**config.mk**
```make
export PLATFORM = sky130hd
export DESIGN_NAME = cwm_back
export DESIGN_NICKNAME = d
export VERILOG_FILES = /design/src/hdl/cwm_pkg.sv /design/src/hdl/cwm_back.sv
export SDC_FILE = /design/constraint.sdc
export NUM_CORES = 1
export LEC_CHECK = 0
export BUFFER_PORTS_ARGS = -buffer_cell sky130_fd_sc_hd__buf_2
export CAP_MARGIN = 30
export CORE_MARGIN = 2
export CORE_UTILIZATION = 55
export CTS_CLUSTER_SIZE = 16
export DETAILED_ROUTE_END_ITERATION = 12
export GPL_TIMING_DRIVEN = 0
export PLACE_DENSITY = 0.81
export REMOVE_ABC_BUFFERS = 1
export SETUP_SLACK_MARGIN = 0.1
export SLEW_MARGIN = 20
export SYNTH_ARGS = -nofsm -noshare
export SYNTH_HDL_FRONTEND = slang
export SYNTH_SLANG_ARGS = --single-unit
```
**constraint.sdc**
```tcl
create_clock -name clk -period 25.7 [get_ports clk]
set_input_delay 1.285 -clock clk [delete_from_list [all_inputs] [get_ports clk]]
set_output_delay 1.285 -clock clk [all_outputs]
set_load 0.05 [all_outputs]
```
**src/hdl/cwm_pkg.sv**
```systemverilog
// Shared types, constants and helper functions of the circular window median filter.
`timescale 1ns / 1ps

package cwm_pkg;

    localparam int MAX_RADIUS  = 8;
    localparam int MAX_WIDTH   = 1024;
    localparam int MAX_HEIGHT  = 1024;
    localparam int SAMPLE_BITS = 16;

    // One spare row beyond the disc height lets the writer run one item ahead.
    localparam int STORE_ROWS = 2 * MAX_RADIUS + 2;
    localparam int RMOD_BITS  = $clog2(STORE_ROWS);
    localparam int COL_BITS   = $clog2(MAX_WIDTH);
    localparam int ROW_BITS   = $clog2(MAX_HEIGHT);
    localparam int ADDR_BITS  = RMOD_BITS + COL_BITS;
    localparam int STORE_DEPTH = STORE_ROWS * MAX_WIDTH;
    localparam int RAD_BITS   = $clog2(MAX_RADIUS + 1);
    localparam int DIM_BITS   = $clog2(MAX_WIDTH + 1);
    localparam int WIN_MAX    = (2 * MAX_RADIUS + 1) * (2 * MAX_RADIUS + 1);
    localparam int CNT_BITS   = $clog2(WIN_MAX + 1);
    localparam int LEAD_BITS  = $clog2(MAX_RADIUS * MAX_WIDTH + 1);
    localparam int PASS_BITS  = $clog2(SAMPLE_BITS + 1);
    localparam int BIT_BITS   = $clog2(SAMPLE_BITS);

    localparam logic [SAMPLE_BITS-1:0] BIAS = {1'b1, {(SAMPLE_BITS-1){1'b0}}};

    localparam logic [1:0] REG_RADIUS = 2'd0;
    localparam logic [1:0] REG_WIDTH  = 2'd1;
    localparam logic [1:0] REG_HEIGHT = 2'd2;

    typedef struct packed {
        logic [RAD_BITS-1:0] radius;
        logic [DIM_BITS-1:0] width;
        logic [DIM_BITS-1:0] height;
    } cwm_cfg_t;

    typedef struct packed {
        logic [ROW_BITS-1:0]  row;
        logic [COL_BITS-1:0]  col;
        logic [RMOD_BITS-1:0] rmod;
        logic                 last;
    } cwm_cmd_t;

    typedef enum logic [2:0] {
        B_IDLE,
        B_ROW,
        B_SCAN,
        B_DRAIN,
        B_PASS,
        B_FIN
    } cwm_bstate_t;

    // Rounded square root of r*r - dy*dy: the largest c with c*(c-1) below it.
    function automatic logic [RAD_BITS-1:0] half_span(input logic [RAD_BITS-1:0] r,
                                                       input logic [RAD_BITS-1:0] dy);
        logic [2*RAD_BITS-1:0] x;
        logic [RAD_BITS-1:0]   c;
        x = (2*RAD_BITS)'(r) * (2*RAD_BITS)'(r) - (2*RAD_BITS)'(dy) * (2*RAD_BITS)'(dy);
        c = '0;
        for (int i = 1; i <= MAX_RADIUS; i++)
        begin
            if ((2*RAD_BITS)'(i * (i - 1)) < x)
            begin
                c = RAD_BITS'(i);
            end
        end
        return c;
    endfunction

    function automatic logic [RMOD_BITS-1:0] rmod_inc(input logic [RMOD_BITS-1:0] m);
        return (m == RMOD_BITS'(STORE_ROWS - 1)) ? '0 : m + 1'b1;
    endfunction

endpackage

```
**src/hdl/cwm_back.sv**
```systemverilog
// Back end: selects the window median by bitwise rank passes over the line store.
`timescale 1ns / 1ps

module cwm_back (
    input  logic                            clk,
    input  logic                            rst_n,
    input  cwm_pkg::cwm_cfg_t               cfg,
    input  logic                            cmd_valid,
    input  cwm_pkg::cwm_cmd_t               cmd,
    output logic                            cmd_pop,
    output logic [cwm_pkg::ADDR_BITS-1:0]   raddr,
    input  logic [cwm_pkg::SAMPLE_BITS-1:0] rdata,
    output logic                            out_valid,
    input  logic                            out_stall,
    output logic [cwm_pkg::SAMPLE_BITS-1:0] median_value,
    output logic                            frame_last
);
    import cwm_pkg::*;

    cwm_bstate_t state_reg, state_next;
    cwm_cmd_t    c_reg, c_next;
    logic [PASS_BITS-1:0]   pass_reg, pass_next;
    logic [ROW_BITS-1:0]    row_reg, row_next, top_reg, top_next, bot_reg, bot_next;
    logic [RMOD_BITS-1:0]   rmod_reg, rmod_next, tmod_reg, tmod_next;
    logic [COL_BITS-1:0]    col_reg, col_next, to_reg, to_next;
    logic [CNT_BITS-1:0]    cnt_reg, cnt_next, k_reg, k_next;
    logic [SAMPLE_BITS-1:0] res_reg, res_next;
    logic                   rd_vld_reg, rd_vld_next;
    logic                   out_vld_reg, out_vld_next;
    logic [SAMPLE_BITS-1:0] med_reg, med_next;
    logic                   last_reg, last_next;

    logic [BIT_BITS-1:0]    bidx;
    logic [SAMPLE_BITS-1:0] mask, bitv;
    logic                   match;
    logic [RAD_BITS-1:0]    d, dy, hs;
    logic [DIM_BITS-1:0]    sum;

    assign bidx  = BIT_BITS'(PASS_BITS'(SAMPLE_BITS) - pass_reg);
    assign mask  = {SAMPLE_BITS{1'b1}} << bidx;
    assign bitv  = {{(SAMPLE_BITS-1){1'b0}}, 1'b1} << bidx;
    assign match = (pass_reg == '0) || ((((rdata ^ BIAS) ^ res_reg) & mask) == '0);
    assign raddr = {rmod_reg, col_reg};

    assign out_valid    = out_vld_reg;
    assign median_value = med_reg;
    assign frame_last   = last_reg;

    always_comb
    begin
        state_next   = state_reg;
        c_next       = c_reg;
        pass_next    = pass_reg;
        row_next     = row_reg;
        top_next     = top_reg;
        bot_next     = bot_reg;
        rmod_next    = rmod_reg;
        tmod_next    = tmod_reg;
        col_next     = col_reg;
        to_next      = to_reg;
        k_next       = k_reg;
        res_next     = res_reg;
        rd_vld_next  = 1'b0;
        med_next     = med_reg;
        last_next    = last_reg;
        out_vld_next = out_vld_reg && out_stall;
        cmd_pop      = 1'b0;
        cnt_next     = cnt_reg + CNT_BITS'(rd_vld_reg && match);
        d            = '0;
        dy           = '0;
        hs           = '0;
        sum          = '0;

        case (state_reg)
            B_IDLE:
            begin
                if (cmd_valid)
                begin
                    cmd_pop = 1'b1;
                    c_next  = cmd;
                    if (cmd.row >= ROW_BITS'(cfg.radius))
                    begin
                        top_next = cmd.row - ROW_BITS'(cfg.radius);
                        d        = cfg.radius;
                    end
                    else
                    begin
                        top_next = '0;
                        d        = RAD_BITS'(cmd.row);
                    end
                    tmod_next = (cmd.rmod >= RMOD_BITS'(d)) ? cmd.rmod - RMOD_BITS'(d)
                              : cmd.rmod + RMOD_BITS'(STORE_ROWS) - RMOD_BITS'(d);
                    sum = {1'b0, cmd.row} + DIM_BITS'(cfg.radius);
                    bot_next  = (sum > cfg.height - 1'b1) ? ROW_BITS'(cfg.height - 1'b1)
                              : ROW_BITS'(sum);
                    row_next  = top_next;
                    rmod_next = tmod_next;
                    pass_next = '0;
                    cnt_next  = '0;
                    res_next  = '0;
                    state_next = B_ROW;
                end
            end
            B_ROW:
            begin
                dy = (row_reg >= c_reg.row) ? RAD_BITS'(row_reg - c_reg.row)
                                            : RAD_BITS'(c_reg.row - row_reg);
                hs = half_span(cfg.radius, dy);
                col_next = (c_reg.col >= COL_BITS'(hs)) ? c_reg.col - COL_BITS'(hs) : '0;
                sum = {1'b0, c_reg.col} + DIM_BITS'(hs);
                to_next = (sum > cfg.width - 1'b1) ? COL_BITS'(cfg.width - 1'b1)
                                                   : COL_BITS'(sum);
                state_next = B_SCAN;
            end
            B_SCAN:
            begin
                rd_vld_next = 1'b1;
                if (col_reg == to_reg)
                begin
                    if (row_reg == bot_reg)
                    begin
                        state_next = B_DRAIN;
                    end
                    else
                    begin
                        row_next   = row_reg + 1'b1;
                        rmod_next  = rmod_inc(rmod_reg);
                        state_next = B_ROW;
                    end
                end
                else
                begin
                    col_next = col_reg + 1'b1;
                end
            end
            B_DRAIN:
            begin
                state_next = B_PASS;
            end
            B_PASS:
            begin
                // The first pass only counts the window to find the median rank.
                if (pass_reg == '0)
                begin
                    k_next = (cnt_reg - 1'b1) >> 1;
                end
                else if (k_reg >= cnt_reg)
                begin
                    k_next   = k_reg - cnt_reg;
                    res_next = res_reg | bitv;
                end
                cnt_next  = '0;
                pass_next = pass_reg + 1'b1;
                row_next  = top_reg;
                rmod_next = tmod_reg;
                state_next = (pass_reg == PASS_BITS'(SAMPLE_BITS)) ? B_FIN : B_ROW;
            end
            B_FIN:
            begin
                if (!out_vld_reg || !out_stall)
                begin
                    out_vld_next = 1'b1;
                    med_next     = res_reg ^ BIAS;
                    last_next    = c_reg.last;
                    state_next   = B_IDLE;
                end
            end
            default:
            begin
                state_next = B_IDLE;
            end
        endcase
    end

    always_ff @(posedge clk or negedge rst_n)
    begin
        if (!rst_n)
        begin
            state_reg   <= B_IDLE;
            rd_vld_reg  <= 1'b0;
            out_vld_reg <= 1'b0;
            pass_reg    <= '0;
            cnt_reg     <= '0;
        end
        else
        begin
            state_reg   <= state_next;
            rd_vld_reg  <= rd_vld_next;
            out_vld_reg <= out_vld_next;
            pass_reg    <= pass_next;
            cnt_reg     <= cnt_next;
        end
    end

    always_ff @(posedge clk)
    begin
        c_reg    <= c_next;
        row_reg  <= row_next;
        top_reg  <= top_next;
        bot_reg  <= bot_next;
        rmod_reg <= rmod_next;
        tmod_reg <= tmod_next;
        col_reg  <= col_next;
        to_reg   <= to_next;
        k_reg    <= k_next;
        res_reg  <= res_next;
        med_reg  <= med_next;
        last_reg <= last_next;
    end

    a_cnt_bound: assert property (@(posedge clk) disable iff (!rst_n)
        cnt_reg <= CNT_BITS'(WIN_MAX))
        else $error("window count exceeds the disc size");

    a_window_nonempty: assert property (@(posedge clk) disable iff (!rst_n)
        (state_reg == B_PASS && pass_reg == '0) |-> cnt_reg != '0)
        else $error("empty median window");

    a_fin_holds: assert property (@(posedge clk) disable iff (!rst_n)
        (state_reg == B_FIN && out_vld_reg && out_stall) |=> state_reg == B_FIN)
        else $error("result overwrote a word still waiting at the output");

    a_pop_idle: assert property (@(posedge clk) disable iff (!rst_n)
        cmd_pop |=> state_reg == B_ROW)
        else $error("command taken without starting a window scan");

endmodule

```
==> out/results.txt <==
status -> complete, no violations
Post CTS Setup Buffer Count -> 0
min cycle time layout -> 10,110 ps
post-CTS resize count -> 0
NumNets Final -> 1,386
Synth Area per Inst -> 9.91 um^2
critical path fanouts, max -> 10
multi-input logic area -> 5930 um^2
CTS sink count -> 142
Syn-to-layout area delta -> 13.2%
crit start category -> flip-flop
combinational family with the most area after synthesis -> adder cells
fin. max-slew vios -> 0
DR vias/cell -> 5.58
Num CTS Buffers -> 17
DP Wirelength -> 17,500 um
Simple-Gate Fraction of Synth Area -> 13.1%
Max Cap Viol -> 0
Ys Warns -> 0
worst-skew pair later-pin latency -> 430 ps
area of the mapped netlist -> 10,700 um^2
Die Span X -> 144 um
Seq/Total Area, Yosys -> 38.8%
diode count -> 0
Via Count -> 8,180
# fillers -> 1,560
DRC -> 0
Max clock buf depth -> 2
Yosys top cell area share -> 34.4%
I/O pins -> 106
Synth Area in Compound Gates -> 12.1%
grt total ovfl -> 0
final hold violations -> 0
cell count after synthesis -> 1,083
crit share post-route -> 39.3%
Setup Skew -> 7.20 ps
Pre-Repair DR Iteration Count -> 6
Post-synth top cells -> inv_1, edfxtp_1, ha_1, nor2_1, xnor2_1
first-pass GRT wire length -> 37,700 um
CTS root buf -> clkbuf_16
CTS tree -> done
largest cells by area after synthesis -> edfxtp_1, ha_1, xnor2_1
crit-path most repeated cell -> inv_1
Placed Cells incl. Taps -> 1,435
FF/Latch Area -> 4170 um^2
post-synthesis register bit count -> 142
Setup violations, final -> 0
Starting Density -> 55.5%
vias in the first global route -> 8,067
core box area -> 19,300 um^2
Total Routing Usage GR -> 23.0%
Clk pin slew, worst setup/hold paths -> 60 ps
cell taking the most area after synthesis -> edfxtp_1
WL per Instance -> 15.6 um
number of flip-flops in the largest register -> 21
hold depth -> 0
Setup CP Type -> flip-flop to flip-flop
cell row count -> 51
largest net degree at the start of global routing -> 27
# hold bufs at CTS -> 0
die height -> 144 um
mux contribution to synthesized area -> 2.94%
layout cells sized above 1 -> 14.0%
Synth Area in Adders -> 16.0%
RSZ-0062 raised after global routing -> no
Final ANT Viol Nets -> 0
Synth Area in XOR/XNOR -> 10.8%
post-layout instance area -> 12,100 um^2
Least-Margin Pin Slew -> 998 ps
RePlAce Congestion -> 0.864
Setup crit end kind -> flip-flop
Die ar. -> 20,600 um^2
cell count of the worst reg-to-reg path -> 42
Post-Route WL -> 22,900 um
Slew headroom -> 33.5%
CP Data Required Time -> 25,960 ps
count leader, synth -> inv_1
FFs w/ async S/R, synth -> 13.4%
Main synth FF type -> edfxtp_1
Layout Cells excl Fill -> 1,467
Setup TNS -> 0 ps
Worst EP arrival -> 10,370 ps
IO buf count -> 105
Achievable Freq -> 0.0989 GHz
EDFF count, synth -> 123
Unique masters post-synth -> 71
max incr delay on CP -> 570 ps
DR iter-0 viols -> 443
placed cell areas -> 11,500 um^2
HP Class -> flip-flop to flip-flop
slowest CP cell -> fa_1
number of antenna violations at the first check in global routing -> 0
H-Tree Depth -> 4
[placed cells by master, fill, tap and decap left out, drive strengths merged, types with 5 or more instances in the layout]
cell / n
nand4: 19
a22oi: 6
nand2b: 8
xnor2: 71
or3: 11
nor3: 29
o21a: 8
dfrtp: 19
fa: 22
nor2: 86
a21oi: 56
xor2: 61
o21bai: 6
o211ai: 5
a221o: 9
clkinv: 8
nand2: 56
o21ai: 59
nand3: 18
nand3b: 5
a21o: 6
o22ai: 12
and2: 10
mux2i: 30
clkbuf: 18
ha: 102
edfxtp: 123
and3: 8
nor2b: 14
buf: 118
a31oi: 7
nor4: 10
inv: 137
[path summary, 6_finish.rpt]
check / from / to / slack, ps
worst max-delay path: row_reg[0] / to_reg[3] / 15590
worst min-delay path: c_reg[0] / frame_last / 420
worst max register to register: row_reg[0] / to_reg[3] / 15590
worst min register to register: c_reg[0] / frame_last / 420
max in group asynchronous: rst_n / cnt_reg[8] / 24610
min in group asynchronous: rst_n / cnt_reg[3] / 790
[critical path: cells and delay by family, from the launching register on]
kind,cells,cell delay [ps]
DFF,1,510
buffers and inverters,9,800
xor gates and xnor gates,3,790
and+or+nand+nor,6,800
adders and majority gates,11,3770
AOI/OAI and AO/OA,10,2490
muxes,3,790
[cell type report]
cell class	count	share of cell area, %
multi-input cells	773	48.8
flip-flops and latches	142	34.3
repair buffers	118	5.13
inverters	138	4.26
clock buffers	18	3.53
well taps	265	2.73
clock inverters	13	1.23
[through the flow]
stage                     setup WS, ps  util [%]  hold WS (ps)
after CTS                        15600      62.7           426
final                            15590      62.8           422
after floorplan                  16610         -           400
after global routing             14900      62.8           430
after global placement           14410      59.2           402
after detailed placement         15720      59.7           411
[cells by family (layout without fill, tap and decap cells)]
logic type                 count (synthesis)  after routing
AOI/OAI and AO/OA                        201            201
xor gates and xnor gates                 132            132
muxes                                     31             31
and+or+nand+nor                          285            285
DFF                                      142            142
buffers and inverters                    168            287
adders and majority gates                124            124
[metal layers]
| metal | track usage (%) | wire (um) |
|---|---|---|
| met4 | 7.84 | 320 |
| met2 | 38.9 | 11100 |
| met3 | 3.43 | 1410 |
| met1 | 30.1 | 10100 |
| met5 | 0 | 0 |
Power is not shown: default switching activity piles up to over one toggle a cycle in this logic, so the estimate is an artifact.
