--- src/hdl/cwm_pkg.sv ---
// Shared types, constants and helper functions of the circular window median filter.
`timescale 1ns / 1ps

package cwm_pkg;

    localparam int MAX_RADIUS  = 8;
    localparam int MAX_WIDTH   = 1024;
    localparam int MAX_HEIGHT  = 1024;
    localparam int SAMPLE_BITS = 16;

    // One spare row beyond the disc height lets the writer run one item ahead.
    localparam int STORE_ROWS = 2 * MAX_RADIUS + 2;
    localparam int RMOD_BITS  = $clog2(STORE_ROWS);
    localparam int COL_BITS   = $clog2(MAX_WIDTH);
    localparam int ROW_BITS   = $clog2(MAX_HEIGHT);
    localparam int ADDR_BITS  = RMOD_BITS + COL_BITS;
    localparam int STORE_DEPTH = STORE_ROWS * MAX_WIDTH;
    localparam int RAD_BITS   = $clog2(MAX_RADIUS + 1);
    localparam int DIM_BITS   = $clog2(MAX_WIDTH + 1);
    localparam int WIN_MAX    = (2 * MAX_RADIUS + 1) * (2 * MAX_RADIUS + 1);
    localparam int CNT_BITS   = $clog2(WIN_MAX + 1);
    localparam int LEAD_BITS  = $clog2(MAX_RADIUS * MAX_WIDTH + 1);
    localparam int PASS_BITS  = $clog2(SAMPLE_BITS + 1);
    localparam int BIT_BITS   = $clog2(SAMPLE_BITS);

    localparam logic [SAMPLE_BITS-1:0] BIAS = {1'b1, {(SAMPLE_BITS-1){1'b0}}};

    localparam logic [1:0] REG_RADIUS = 2'd0;
    localparam logic [1:0] REG_WIDTH  = 2'd1;
    localparam logic [1:0] REG_HEIGHT = 2'd2;

    typedef struct packed {
        logic [RAD_BITS-1:0] radius;
        logic [DIM_BITS-1:0] width;
        logic [DIM_BITS-1:0] height;
    } cwm_cfg_t;

    typedef struct packed {
        logic [ROW_BITS-1:0]  row;
        logic [COL_BITS-1:0]  col;
        logic [RMOD_BITS-1:0] rmod;
        logic                 last;
    } cwm_cmd_t;

    typedef enum logic [2:0] {
        B_IDLE,
        B_ROW,
        B_SCAN,
        B_DRAIN,
        B_PASS,
        B_FIN
    } cwm_bstate_t;

    // Rounded square root of r*r - dy*dy: the largest c with c*(c-1) below it.
    function automatic logic [RAD_BITS-1:0] half_span(input logic [RAD_BITS-1:0] r,
                                                       input logic [RAD_BITS-1:0] dy);
        logic [2*RAD_BITS-1:0] x;
        logic [RAD_BITS-1:0]   c;
        x = (2*RAD_BITS)'(r) * (2*RAD_BITS)'(r) - (2*RAD_BITS)'(dy) * (2*RAD_BITS)'(dy);
        c = '0;
        for (int i = 1; i <= MAX_RADIUS; i++)
        begin
            if ((2*RAD_BITS)'(i * (i - 1)) < x)
            begin
                c = RAD_BITS'(i);
            end
        end
        return c;
    endfunction

    function automatic logic [RMOD_BITS-1:0] rmod_inc(input logic [RMOD_BITS-1:0] m);
        return (m == RMOD_BITS'(STORE_ROWS - 1)) ? '0 : m + 1'b1;
    endfunction

endpackage

--- src/hdl/cwm_front.sv ---
// Front end: accepts words, writes the line store and queues result commands.
`timescale 1ns / 1ps

module cwm_front (
    input  logic                            clk,
    input  logic                            rst_n,
    input  cwm_pkg::cwm_cfg_t               cfg,
    input  logic                            cfg_restart,
    input  logic                            in_valid,
    output logic                            in_stall,
    input  logic [cwm_pkg::SAMPLE_BITS-1:0] sample,
    input  logic                            flush,
    output logic                            we,
    output logic [cwm_pkg::ADDR_BITS-1:0]   waddr,
    output logic [cwm_pkg::SAMPLE_BITS-1:0] wdata,
    output logic                            cmd_valid,
    output cwm_pkg::cwm_cmd_t               cmd,
    input  logic                            cmd_pop
);
    import cwm_pkg::*;

    logic [COL_BITS-1:0]  in_col_reg, in_col_next;
    logic [ROW_BITS-1:0]  in_row_reg, in_row_next;
    logic [RMOD_BITS-1:0] in_rmod_reg, in_rmod_next;
    logic [COL_BITS-1:0]  out_col_reg, out_col_next;
    logic [ROW_BITS-1:0]  out_row_reg, out_row_next;
    logic [RMOD_BITS-1:0] out_rmod_reg, out_rmod_next;
    logic                 in_done_reg, in_done_next;
    logic [LEAD_BITS-1:0] lead_reg, lead_next;
    logic                 q_vld_reg, q_vld_next;
    cwm_cmd_t             q_reg, q_next;
    logic                 accept, do_emit, last;
    logic [LEAD_BITS-1:0] span;

    assign in_stall  = q_vld_reg;
    assign accept    = in_valid && !q_vld_reg;
    assign span      = LEAD_BITS'(cfg.radius * cfg.width);
    assign waddr     = {in_rmod_reg, in_col_reg};
    assign wdata     = sample;
    assign cmd_valid = q_vld_reg;
    assign cmd       = q_reg;
    assign last      = ({1'b0, out_row_reg} + 1'b1 >= cfg.height) &&
                       ({1'b0, out_col_reg} + 1'b1 >= cfg.width);

    always_comb
    begin
        in_col_next   = in_col_reg;
        in_row_next   = in_row_reg;
        in_rmod_next  = in_rmod_reg;
        out_col_next  = out_col_reg;
        out_row_next  = out_row_reg;
        out_rmod_next = out_rmod_reg;
        in_done_next  = in_done_reg;
        lead_next     = lead_reg;
        q_vld_next    = q_vld_reg;
        q_next        = q_reg;
        we            = 1'b0;
        do_emit       = 1'b0;

        if (cmd_pop)
        begin
            q_vld_next = 1'b0;
        end

        if (cfg_restart)
        begin
            in_col_next   = '0;
            in_row_next   = '0;
            in_rmod_next  = '0;
            out_col_next  = '0;
            out_row_next  = '0;
            out_rmod_next = '0;
            in_done_next  = 1'b0;
            lead_next     = '0;
        end
        else if (accept)
        begin
            if (!flush && !in_done_reg)
            begin
                we = 1'b1;
                if ({1'b0, in_col_reg} + 1'b1 >= cfg.width)
                begin
                    in_col_next  = '0;
                    in_rmod_next = rmod_inc(in_rmod_reg);
                    if ({1'b0, in_row_reg} + 1'b1 >= cfg.height)
                    begin
                        in_row_next  = '0;
                        in_done_next = 1'b1;
                    end
                    else
                    begin
                        in_row_next = in_row_reg + 1'b1;
                    end
                end
                else
                begin
                    in_col_next = in_col_reg + 1'b1;
                end
                if (lead_reg >= span)
                begin
                    do_emit = 1'b1;
                end
                else
                begin
                    lead_next = lead_reg + 1'b1;
                end
            end
            else if (in_done_reg)
            begin
                do_emit = 1'b1;
            end

            if (do_emit)
            begin
                q_vld_next   = 1'b1;
                q_next.row   = out_row_reg;
                q_next.col   = out_col_reg;
                q_next.rmod  = out_rmod_reg;
                q_next.last  = last;
                if ({1'b0, out_col_reg} + 1'b1 >= cfg.width)
                begin
                    out_col_next  = '0;
                    out_row_next  = out_row_reg + 1'b1;
                    out_rmod_next = rmod_inc(out_rmod_reg);
                end
                else
                begin
                    out_col_next = out_col_reg + 1'b1;
                end
                // The last pixel ends the frame; the row slots keep rotating.
                if (last)
                begin
                    in_col_next  = '0;
                    in_row_next  = '0;
                    out_col_next = '0;
                    out_row_next = '0;
                    in_done_next = 1'b0;
                    lead_next    = '0;
                end
            end
        end
    end

    always_ff @(posedge clk or negedge rst_n)
    begin
        if (!rst_n)
        begin
            in_col_reg   <= '0;
            in_row_reg   <= '0;
            in_rmod_reg  <= '0;
            out_col_reg  <= '0;
            out_row_reg  <= '0;
            out_rmod_reg <= '0;
            in_done_reg  <= 1'b0;
            lead_reg     <= '0;
            q_vld_reg    <= 1'b0;
        end
        else
        begin
            in_col_reg   <= in_col_next;
            in_row_reg   <= in_row_next;
            in_rmod_reg  <= in_rmod_next;
            out_col_reg  <= out_col_next;
            out_row_reg  <= out_row_next;
            out_rmod_reg <= out_rmod_next;
            in_done_reg  <= in_done_next;
            lead_reg     <= lead_next;
            q_vld_reg    <= q_vld_next;
        end
    end

    always_ff @(posedge clk)
    begin
        q_reg <= q_next;
    end

endmodule

--- config.mk ---
export PLATFORM = sky130hd
export DESIGN_NAME = cwm_front
export DESIGN_NICKNAME = d
export VERILOG_FILES = /design/src/hdl/cwm_pkg.sv /design/src/hdl/cwm_front.sv
export SDC_FILE = /design/constraint.sdc
export NUM_CORES = 1
export LEC_CHECK = 0
export ABC_CLOCK_PERIOD_IN_PS = 3400
export CORE_MARGIN = 5
export CORE_UTILIZATION = 52
export CTS_CLUSTER_DIAMETER = 150
export DETAILED_ROUTE_END_ITERATION = 10
export DONT_BUFFER_PORTS = 1
export GPL_TIMING_DRIVEN = 0
export PLACE_DENSITY = 0.74
export SKIP_CTS_REPAIR_TIMING = 1
export SLEW_MARGIN = 15
export SYNTH_ARGS = -nofsm -noshare
export SYNTH_HDL_FRONTEND = slang
export SYNTH_SLANG_ARGS = --single-unit
--- constraint.sdc ---
create_clock -name clk -period 3.4 [get_ports clk]
set_clock_uncertainty 0.05 [all_clocks]
set_input_delay 0.68 -clock clk [delete_from_list [all_inputs] [get_ports clk]]
set_output_delay 0.68 -clock clk [all_outputs]
set_load 0.02 [all_outputs]
==> flow_summary.toml, run 1 <==
[run_status]
status = "complete, but fails checks"
violations = "negative setup slack"

[die]
initial_core_util = 0.534
core_region_area_um2 = 13300
num_rows = 42
die_h_um = 127
fp.dieW_um = 127
dieArea_um2 = 16200
ioPinCount = 108

[place]
port_buffers = 0
gp_congestion = 0.888
hpwl_um = 12600
place_ws_ns = -2.77

[timing]
rsz0062_at_grt = "true"
setup_ws_ns = -1.91
fin_crit_ns = 5.31
tightest_slew_ns = 0.899
hold_violations = 0
fmax_ghz = 0.188
finalCritPeriodShare = 1.56
setup_viol = 87
slew_viol_final = 0
fin_tns_setup_ns = -155.85
relSlewSlack = 0.400

[power_and_ir_drop]
vdd_ir_drop_max_mv = 0.211
p_leak_nw = 4.09
cellPowerDensity_nw_per_um2 = 343

[clock_tree]
cts_max_level = 3
insertion_delay_ns = 0.36
cts_sinks = 92
cts_made_buffers = 9
cts_tree = "done"
clockBufferDepth = 2
clockRootBuffer = "clkbuf_16"
path_clk_slew_ns = 0.07

[finish]
final_nets = 942
syn2layout_area_growth_pct = 18.4
num_antenna_cells = 0
fillers = 1050
largest_reg_flops = 26
drive_above_1_share = 0.201

[route]
highest_layer = "met4"
finalWirelength_um = 17600
drt-pass1-iter-count = 6
met3_length_um = 1050
wl_per_cell_um = 18.1
drt-met1-wl_um = 7200
drt.antenna.violating_nets = 0
detail_route.vias_per_cell = 5.94
wl_met2_um = 9050
vias = 5777
drc = 0
drtIter0Drc = 301

[grt]
grt_pass1_wl_um = 27100
track_usage = 0.205
globalRoute.totalOverflow = 0
grt_pass1_vias = 5746
grt_max_degree = 67
antenna_found_initial = 0

[setup_path]
path_cells = "buf_12 -> and2_4 -> fa_1 -> inv_1 -> fa_1 -> inv_2 -> ha_4 -> nor2b_4 -> o21ai_2 -> nand2b_1 -> a21o_1 -> a21o_1 -> a311oi_2 -> nor4bb_1 -> a311oi_1 -> ha_1 -> nand4_1 -> nor2_1 -> o21ai_2 -> o21ai_2 -> and2_4 -> or2b_4 -> clkinvlp_4 -> clkbuf_16"
crit_type = "in -> reg"
crit_buf_inv = 5
cp_top_family = "adder cells"
critPathArrivalTime_ns = 5.33
cp.required_ns = 3.43
critPathMaxStageDelay_ns = 0.54
cp-start-kind = "input port"
cp_max_fo = 6
crit_slowest_cell = "fa_1"
cpMostUsedCell = "o21ai_2"
endpoint_kind = "register"

[logic_synthesis]
synth_xor_area_frac = 0.0491
yosys.area_share.simple = 0.179
synth_top_family_by_area = "adder cells"
synth_edf_count = 26
ys_ff_latch = 92
synth_mux_area_frac = 0.0104
synth-adder-area-share = 0.198
synth_ff_type = "dfrtp_1"
yosys_warnings = 0
avgSynthCellArea_um2 = 9.53
synth_cell_types = 68
synth_cells = 748
synth_nets = 898
async_flop_share = 0.717
seq_area_frac_synth = 0.341
synth_area_um2 = 7130
synth_compound_area_frac = 0.157

[worst_hold_path]
min_path_type = "in -> async"

[run]
drv_cap = 0
-- per-stage QoR --
| step | utilization | hold WS, ns | std cells | instance area [um2] | power, mW |
|---|---|---|---|---|---|
| CTS | 0.587 | -0.0466 | 940 | 7840 | 2.84 |
| floorplan | - | 0.334 | 748 | 7280 | 1.61 |
| detailed placement | 0.562 | 0.338 | 924 | 7500 | 1.71 |
| global route | 0.633 | 0.155 | 973 | 8440 | 3.03 |
| global placement | 0.562 | 0.339 | 924 | 7500 | 1.69 |
| finish | 0.633 | 0.130 | 973 | 8440 | 2.89 |
-- cell usage in the layout, fill, tap and decap left out, types with 5 or more instances in the layout --
master	instances
a21o_1	14
a21oi_1	36
a21oi_2	8
a22o_1	19
a31oi_1	15
a41oi_2	5
and2_1	29
and2_4	5
and3_1	19
buf_4	38
buf_6	10
clkbuf_1	7
clkbuf_16	12
dfrtp_1	61
dfrtp_2	5
edfxtp_1	26
fa_1	17
ha_1	81
inv_1	61
nand2_1	56
nand2b_1	12
nand3_1	33
nand3b_1	6
nand4_1	6
nor2_1	26
o21ai_0	18
o21ai_1	8
o21ai_2	7
or3_1	7
xnor2_1	18
xor2_1	21
-- layer usage --
layer  track usage  up-vias
li1              -     2745
met1         0.247     2788
met2         0.360      207
met3        0.0492       37
met4        0.0713        0
met5             0        -
-- logic make-up (layout without fill, tap and decap cells) --
logic type | after synthesis | after routing
AO/OA/AOI/OAI | 167 | 167
XOR/XNOR | 40 | 40
adder cells (fa/ha/maj) | 102 | 102
buffers and inverters | 101 | 149
flip-flops | 92 | 92
multiplexers | 7 | 7
AND/OR/NAND/NOR | 239 | 240
-- final cells by class --
cell class	instances	area (um2)	area share
buffer	32	241	0.0286
clock buffer	13	292	0.0345
clock inverter	3	48.8	0.00578
inverter	66	256	0.0304
multi-input combinational	556	4560	0.540
sequential	92	2440	0.289
tap	176	220	0.0261
timing repair buffer	34	378	0.0448
timing repair inverter	1	7.51	0.000889
-- power breakdown --
group | switching [mW] | total, mW | internal [mW]
combinational | 0.341 | 0.614 | 0.272
clock | 0.453 | 1.13 | 0.680
sequential | 0.0103 | 1.15 | 1.14
total | 0.804 | 2.89 | 2.09
-- final timing paths --
| check | to | startpoint | depth (start not counted) | slack, ns |
|---|---|---|---|---|
| setup / recovery | cmd[13]$_DFFE_PP_ | cfg[25] | 24 | -1.91 |
| hold / removal | in_col_reg[8]$_DFFE_PN0P_ | rst_n | 1 | 0.13 |
| setup reg to reg | in_row_reg[0]$_DFFE_PN0P_ | in_row_reg[0]$_DFFE_PN0P_ | 14 | -0.42 |
| hold reg to reg | cmd[14]$_DFFE_PP_ | out_col_reg[8]$_DFFE_PN0P_ | 0 | 0.47 |
| max in group asynchronous | lead_reg[12]$_DFFE_PN0P_ | rst_n | 1 | 2.84 |
| min in group clk | in_done_reg$_DFFE_PN0P_ | flush | 1 | 0.36 |
-- cell usage after synthesis, types with 4 or more instances --
cell       n  share of area
fa_1      18          0.051
xnor2_1   19          0.023
o21a_1     4         0.0042
o21ai_0   30          0.021
and3_1    19          0.017
nor2b_1    6         0.0053
edfxtp_1  26           0.11
nand4_1    6         0.0053
a21oi_1   43          0.030
and2_1    33          0.029
nor3_1     8         0.0056
xor2_1    21          0.026
clkbuf_1  11         0.0058
a41oi_1    5         0.0061
nand2b_1  12          0.011
or3_1      7         0.0061
nor2_1    30          0.016
nand3_1   34          0.024
inv_1     63          0.033
mux2i_1    4         0.0056
a21o_1    14          0.015
a31oi_1   15          0.013
or2_2      4         0.0035
dfrtp_1   66           0.23
buf_4     19          0.020
a22o_1    19          0.023
ha_1      84           0.15
o211ai_1   4         0.0042
nand3b_1   6         0.0063
nand2_1   57          0.030
Power figures use the tool's default switching activity.
==> inputs of run 2 (changes only) <==
--- a/config.mk
+++ b/config.mk
@@ -6,7 +6,7 @@
 export NUM_CORES = 1
 export LEC_CHECK = 0
 export ABC_CLOCK_PERIOD_IN_PS = 3400
-export CORE_MARGIN = 5
+export CORE_MARGIN = 4
 export CORE_UTILIZATION = 52
 export CTS_CLUSTER_DIAMETER = 150
 export DETAILED_ROUTE_END_ITERATION = 10
==> run 2 against run 1 <==
The flow still finishes with violations (negative setup slack). First-iteration DRC count increased by 32%. Critical path depth unchanged. Routed wire length increased by 0.99%. Maximum frequency decreased by 0.79%. Flip-flop and latch count unchanged. Die area decreased by 3.1%. Combinational power increased by 3%. Critical path type unchanged.
==> flow_summary.toml, run 2 (synthesized netlist as in run 1, its figures left out) <==
[timing]
setup_ws_ns = -1.95
hold_violations = 0
fmax_ghz = 0.187
fin_crit_ns = 5.35
slew_viol_final = 0
relSlewSlack = 0.451
setup_viol = 87
rsz0062_at_grt = "true"
tightest_slew_ns = 0.823
finalCritPeriodShare = 1.57

[die]
initial_core_util = 0.534
ioPinCount = 108
die_h_um = 125
dieArea_um2 = 15700
core_region_area_um2 = 13300
num_rows = 42
fp.dieW_um = 125

[grt]
grt_max_degree = 67
globalRoute.totalOverflow = 0
grt_pass1_vias = 5601
antenna_found_initial = 0
grt_pass1_wl_um = 27100
track_usage = 0.208

[clock_tree]
insertion_delay_ns = 0.36
cts_max_level = 3
cts_tree = "done"
clockBufferDepth = 2
cts_made_buffers = 9
clockRootBuffer = "clkbuf_16"
path_clk_slew_ns = 0.08
cts_sinks = 92

[route]
detail_route.vias_per_cell = 6.02
drt-pass1-iter-count = 5
drc = 0
finalWirelength_um = 17800
wl_per_cell_um = 18.3
drtIter0Drc = 397
drt.antenna.violating_nets = 0
vias = 5853

[finish]
syn2layout_area_growth_pct = 18.3
final_nets = 942
final_cell_mix = "ha_1 (81), dfrtp_1 (61), inv_1 (60)"
stdcell_area_um2 = 8430
finalNonFillerCells = 973
drive_above_1_share = 0.218
final_common_cell = "ha_1"
largest_reg_flops = 26
num_antenna_cells = 0

[place]
dp_cells = 924
place_ws_ns = -2.73
dpl-instance-area_um2 = 7500
hpwl_um = 12600
port_buffers = 0
gp_congestion = 0.873

[setup_path]
critPathArrivalTime_ns = 5.38
path_cells = "buf_12 -> and2_4 -> fa_1 -> inv_2 -> fa_1 -> inv_2 -> ha_4 -> nor2b_4 -> o21ai_2 -> nand2b_1 -> a21o_1 -> a21o_1 -> a311oi_4 -> buf_4 -> a311oi_2 -> ha_1 -> nand4_1 -> nor2_2 -> o21ai_2 -> o21ai_2 -> and2_4 -> or2b_4 -> clkinvlp_4 -> clkbuf_16"
reg2reg_slack_ns = -0.59
crit_slowest_cell = "fa_1"
cp_max_fo = 6
cp-start-kind = "input port"
endpoint_kind = "register"
cpMostUsedCell = "o21ai_2"
crit_buf_inv = 6
cp_top_family = "adder cells"
crit_type = "in -> reg"
critPathMaxStageDelay_ns = 0.55
cp.required_ns = 3.43

[run_status]
violations = "negative setup slack"
status = "complete, but fails checks"

[power_and_ir_drop]
vdd_ir_drop_max_mv = 0.345
p_leak_nw = 4.07
cellPowerDensity_nw_per_um2 = 326

[run]
drv_cap = 0

[worst_hold_path]
min_path_type = "in -> async"
[run 2: cell types whose count changed in the layout (fill, tap and decap cells not counted), sizes merged]
cell	delta
buf	+1
bufinv	-1
clkbuf	-2
inv	+2
[run 2: through the flow]
stage,power [mW],hold WS (ns),TNS (ns),utilization
floorplan,1.61,0.334,-156.50,-
global placement,1.69,0.338,-195.80,0.562
detailed placement,1.71,0.337,-209.40,0.562
CTS,2.67,-0.0523,-176.89,0.583
global route,2.89,0.161,-176.90,0.632
finish,2.75,0.140,-158.74,0.632
[run 2: final cells by class]
type / instances / area [um2]
fill: 1084 / 4910
multi-input combinational: 556 / 4640
sequential: 92 / 2440
timing repair buffer: 34 / 335
inverter: 66 / 256
buffer: 32 / 254
clock buffer: 12 / 246
tap: 176 / 220
clock inverter: 4 / 31.3
timing repair inverter: 1 / 7.51
[run 2: power breakdown]
part | total [mW] | internal, mW | switching (mW)
registers | 1.15 | 1.14 | 0.0107
clock network | 0.971 | 0.522 | 0.449
logic | 0.631 | 0.282 | 0.350
[run 2: routing by layer]
| metal | routed length (um) | vias up | global-route usage | part of all wire |
|---|---|---|---|---|
| met5 | 0 | - | 0 | 0 |
| met4 | 415 | 0 | 0.0651 | 0.023 |
| met3 | 1210 | 44 | 0.0529 | 0.068 |
| met2 | 9050 | 275 | 0.363 | 0.51 |
| met1 | 7150 | 2797 | 0.252 | 0.40 |
| li1 | - | 2737 | - | - |
[run 2: worst paths after layout]
| path | startpoint | endpoint | cells past startpoint |
|---|---|---|---|
| worst min register to register | out_rmod_reg[1]$_DFFE_PN0P_ | cmd[2]$_DFFE_PP_ | 0 |
| max in group asynchronous | rst_n | in_col_reg[0]$_DFFE_PN0P_ | 1 |
| worst min-delay path | rst_n | lead_reg[7]$_DFFE_PN0P_ | 1 |
| worst max-delay path | cfg[24] | cmd[2]$_DFFE_PP_ | 24 |
| worst max register to register | in_row_reg[0]$_DFFE_PN0P_ | in_row_reg[0]$_DFFE_PN0P_ | 14 |
| min in group clk | cmd_pop | cmd_valid$_DFF_PN0_ | 1 |
[run 2: worst reg2reg max path: stages, from the launching register on]
cell,delay [ns]
dfrtp_1,0.44
ha_1,0.23
nand3_1,0.17
nor3_1,0.40
nand2b_1,0.20
nand2_1,0.08
ha_1,0.30
a21oi_1,0.14
o21ai_0,0.11
or3_1,0.30
o21ai_0,0.49
or4b_1,0.51
a21o_2,0.26
inv_2,0.11
mux2_2,0.15
==> inputs of run 3 (changes only) <==
--- a/config.mk
+++ b/config.mk
@@ -5,6 +5,7 @@
 export SDC_FILE = /design/constraint.sdc
 export NUM_CORES = 1
 export LEC_CHECK = 0
+export ABC_AREA = 1
 export ABC_CLOCK_PERIOD_IN_PS = 3400
 export CORE_MARGIN = 4
 export CORE_UTILIZATION = 52
==> run 3 against run 2 <==
The run still ends with negative setup slack left. Non-clock buffer count decreased by 1. Sequential share of layout area decreased by 3.5 points. Synthesized area increased by 15%. Sequential power increased by 6%. Via count increased by 26%. Global-route usage increased by 1.1 points. Synthesized cell count increased by 55%. Clock power increased by 6%. Total power increased by 18%. Critical path depth increased by 2. Cell area increased by 14%. Cell count increased by 46%. Largest power group unchanged.
==> flow_summary.toml, run 3 <==
[power_and_ir_drop]
switching_share = 0.341
power.total_mw = 3.24
power_frac_comb = 0.306
vdd_ir_drop_max_mv = 0.285
p_seq_frac = 0.377
p_clk_frac = 0.317
intPower_mw = 2.14
switching_power_mw = 1.11
cellPowerDensity_nw_per_um2 = 338
p_leak_nw = 5.28

[logic_synthesis]
netlist_top_cells_area = "dfrtp_1 (20%), nand2_1 (18%), ha_1 (13%)"
synth_common_cells = "nand2_1 (396), inv_1 (201), ha_1 (84)"
ys_ff_latch = 92
seq_area_frac_synth = 0.296
synth_area_um2 = 8210
synth_ff_type = "dfrtp_1"
synth_cell_types = 39
async_flop_share = 0.717
netlist.area_leader.share = 0.201
yosysMostFrequentCell = "nand2_1"
synth_nets = 1310
avgSynthCellArea_um2 = 7.08
synth_edf_count = 26
yosys_warnings = 0
synth_cells = 1160
synth_top_area_cell = "dfrtp_1"

[timing]
relSlewSlack = 0.578
hold-worst-slack_ns = 0.142
tightest_slew_ns = 0.630
hold_violations = 0
finalCritPeriodShare = 1.33
fin_crit_ns = 4.52
rsz0062_at_grt = "true"
slew_viol_final = 0
setup_viol = 87
fin_tns_setup_ns = -90.24
setup_ws_ns = -1.12
fmax_ghz = 0.221

[route]
detail_route.vias_per_cell = 5.22
drt.antenna.violating_nets = 0
drc = 0
finalWirelength_um = 20300
wl_per_cell_um = 14.4
drt-pass1-iter-count = 5
drtIter0Drc = 660
vias = 7390

[place]
place_ws_ns = -1.95
hpwl_um = 14800
gp_congestion = 0.914
port_buffers = 0

[finish]
syn2layout_area_growth_pct = 16.7
final_common_cell = "nand2_1"
largest_reg_flops = 26
final_cell_mix = "nand2_1 (373), inv_1 (182), ha_1 (76)"
drive_above_1_share = 0.143
seq_area_um2 = 2440
num_antenna_cells = 0
fillers = 1357
final_nets = 1352
multi_input_area_um2 = 5190
final_util = 0.626

[clock_tree]
cts_tree = "done"
clockRootBuffer = "clkbuf_16"
cts_made_buffers = 9
cts_sinks = 92
path_clk_slew_ns = 0.06
insertion_delay_ns = 0.36
cts_max_level = 3
clockBufferDepth = 2

[setup_path]
crit_type = "in -> reg"
cp_max_fo = 10
worstReg2RegStart = "out_row_reg[0]$_DFFE_PN0P_"
cp-start-kind = "input port"
critPathArrivalTime_ns = 4.76
cp.required_ns = 3.64
crit_path_start = "cfg[25]"
reg2regPathDepth = 17
r2r-end = "in_col_reg[9]$_DFFE_PN0P_"
endpoint_kind = "register"
cp-endpoint = "in_col_reg[9]$_DFFE_PN0P_"
reg2reg_slack_ns = 0.09

[die]
initial_core_util = 0.536
fp.dieW_um = 134
core_region_area_um2 = 15300
die_h_um = 134
num_rows = 45
dieArea_um2 = 17900
ioPinCount = 108

[run_status]
status = "complete, but fails checks"
violations = "negative setup slack"

[grt]
grt_pass1_wl_um = 32400
grt_pass1_vias = 6737
antenna_found_initial = 0
globalRoute.totalOverflow = 0
track_usage = 0.219
grt_max_degree = 67

[run]
drv_cap = 0

[worst_hold_path]
min_path_type = "in -> async"
## run 3: changes by cell type after synthesis, moves of 12 or more
cell and delta:
nor2_1 +43, a21oi_1 -16, inv_1 +138, xor2_1 +12, and2_1 -32, nand3_1 +35
a22o_1 -19, and3_1 -19, nand2_1 +339, a31oi_1 -15, nand4_1 +37, nand2b_1 -12
## run 3: worst min-delay path by stage
stage,from,endpoint,slack [ns],cells past startpoint
floorplan,rst_n,cmd_valid$_DFF_PN0_,0.33,0
finish,rst_n,lead_reg[7]$_DFFE_PN0P_,0.14,1
global route,rst_n,lead_reg[7]$_DFFE_PN0P_,0.18,1
global placement,rst_n,lead_reg[12]$_DFFE_PN0P_,0.34,0
detailed placement,rst_n,lead_reg[12]$_DFFE_PN0P_,0.34,0
CTS,rst_n,in_row_reg[3]$_DFFE_PN0P_,-0.04,0
## run 3: final cells by class
| cell class | instances | share of cell area |
|---|---|---|
| repair buffers | 29 | 0.0326 |
| clock inverters | 6 | 0.00770 |
| inverters | 203 | 0.0807 |
| repair inverters | 1 | 0.000783 |
| clock buffers | 9 | 0.0235 |
| flip-flops and latches | 92 | 0.254 |
| multi-input cells | 830 | 0.542 |
| plain buffers | 36 | 0.0309 |
| well taps | 211 | 0.0275 |
## run 3: layer usage
layer | up-vias | GRT usage | wire length (um)
met3 | 31 | 0.0378 | 1230
li1 | 3724 | - | -
met4 | 0 | 0.0600 | 371
met1 | 3400 | 0.293 | 8930
met5 | - | 0 | 0
met2 | 235 | 0.368 | 9810
## run 3: logic make-up after synthesis
logic type | synth area share
buf+inv | 0.120
xor+xnor | 0.0437
fa+ha+maj | 0.172
compound gates | 0.0447
flops | 0.296
simple gates | 0.323
## run 3: power groups by stage
stage	combinational, mW	clock, mW	sequential, mW
after floorplan	0.652	0	1.23
after global placement	0.776	0	1.24
after detailed placement	0.796	0	1.24
after CTS	0.804	1.04	1.22
after global routing	1.13	1.09	1.23
final	0.993	1.03	1.22
## run 3: critical path, stage by stage
cell,delay (ns)
clkbuf_16,0.14
nand2_2,0.06
inv_2,0.04
fa_1,0.52
inv_1,0.05
fa_1,0.54
inv_2,0.05
ha_4,0.29
inv_4,0.05
nor4_4,0.28
nand3_1,0.11
nand4_1,0.11
xor2_1,0.18
ha_1,0.26
nand2_2,0.11
inv_2,0.05
nand2_2,0.06
nand3_2,0.08
nor2_4,0.13
nand3_4,0.12
nand2_4,0.12
nand2_8,0.08
a21oi_4,0.25
buf_2,0.25
nand2_1,0.08
nand2_1,0.06
## run 3: stage by stage
step                      std cells  instance area [um2]
final                          1417                 9590
after global routing           1417                 9590
after CTS                      1386                 8940
after detailed placement       1371                 8650
after global placement         1371                 8650
after floorplan                1160                 8380
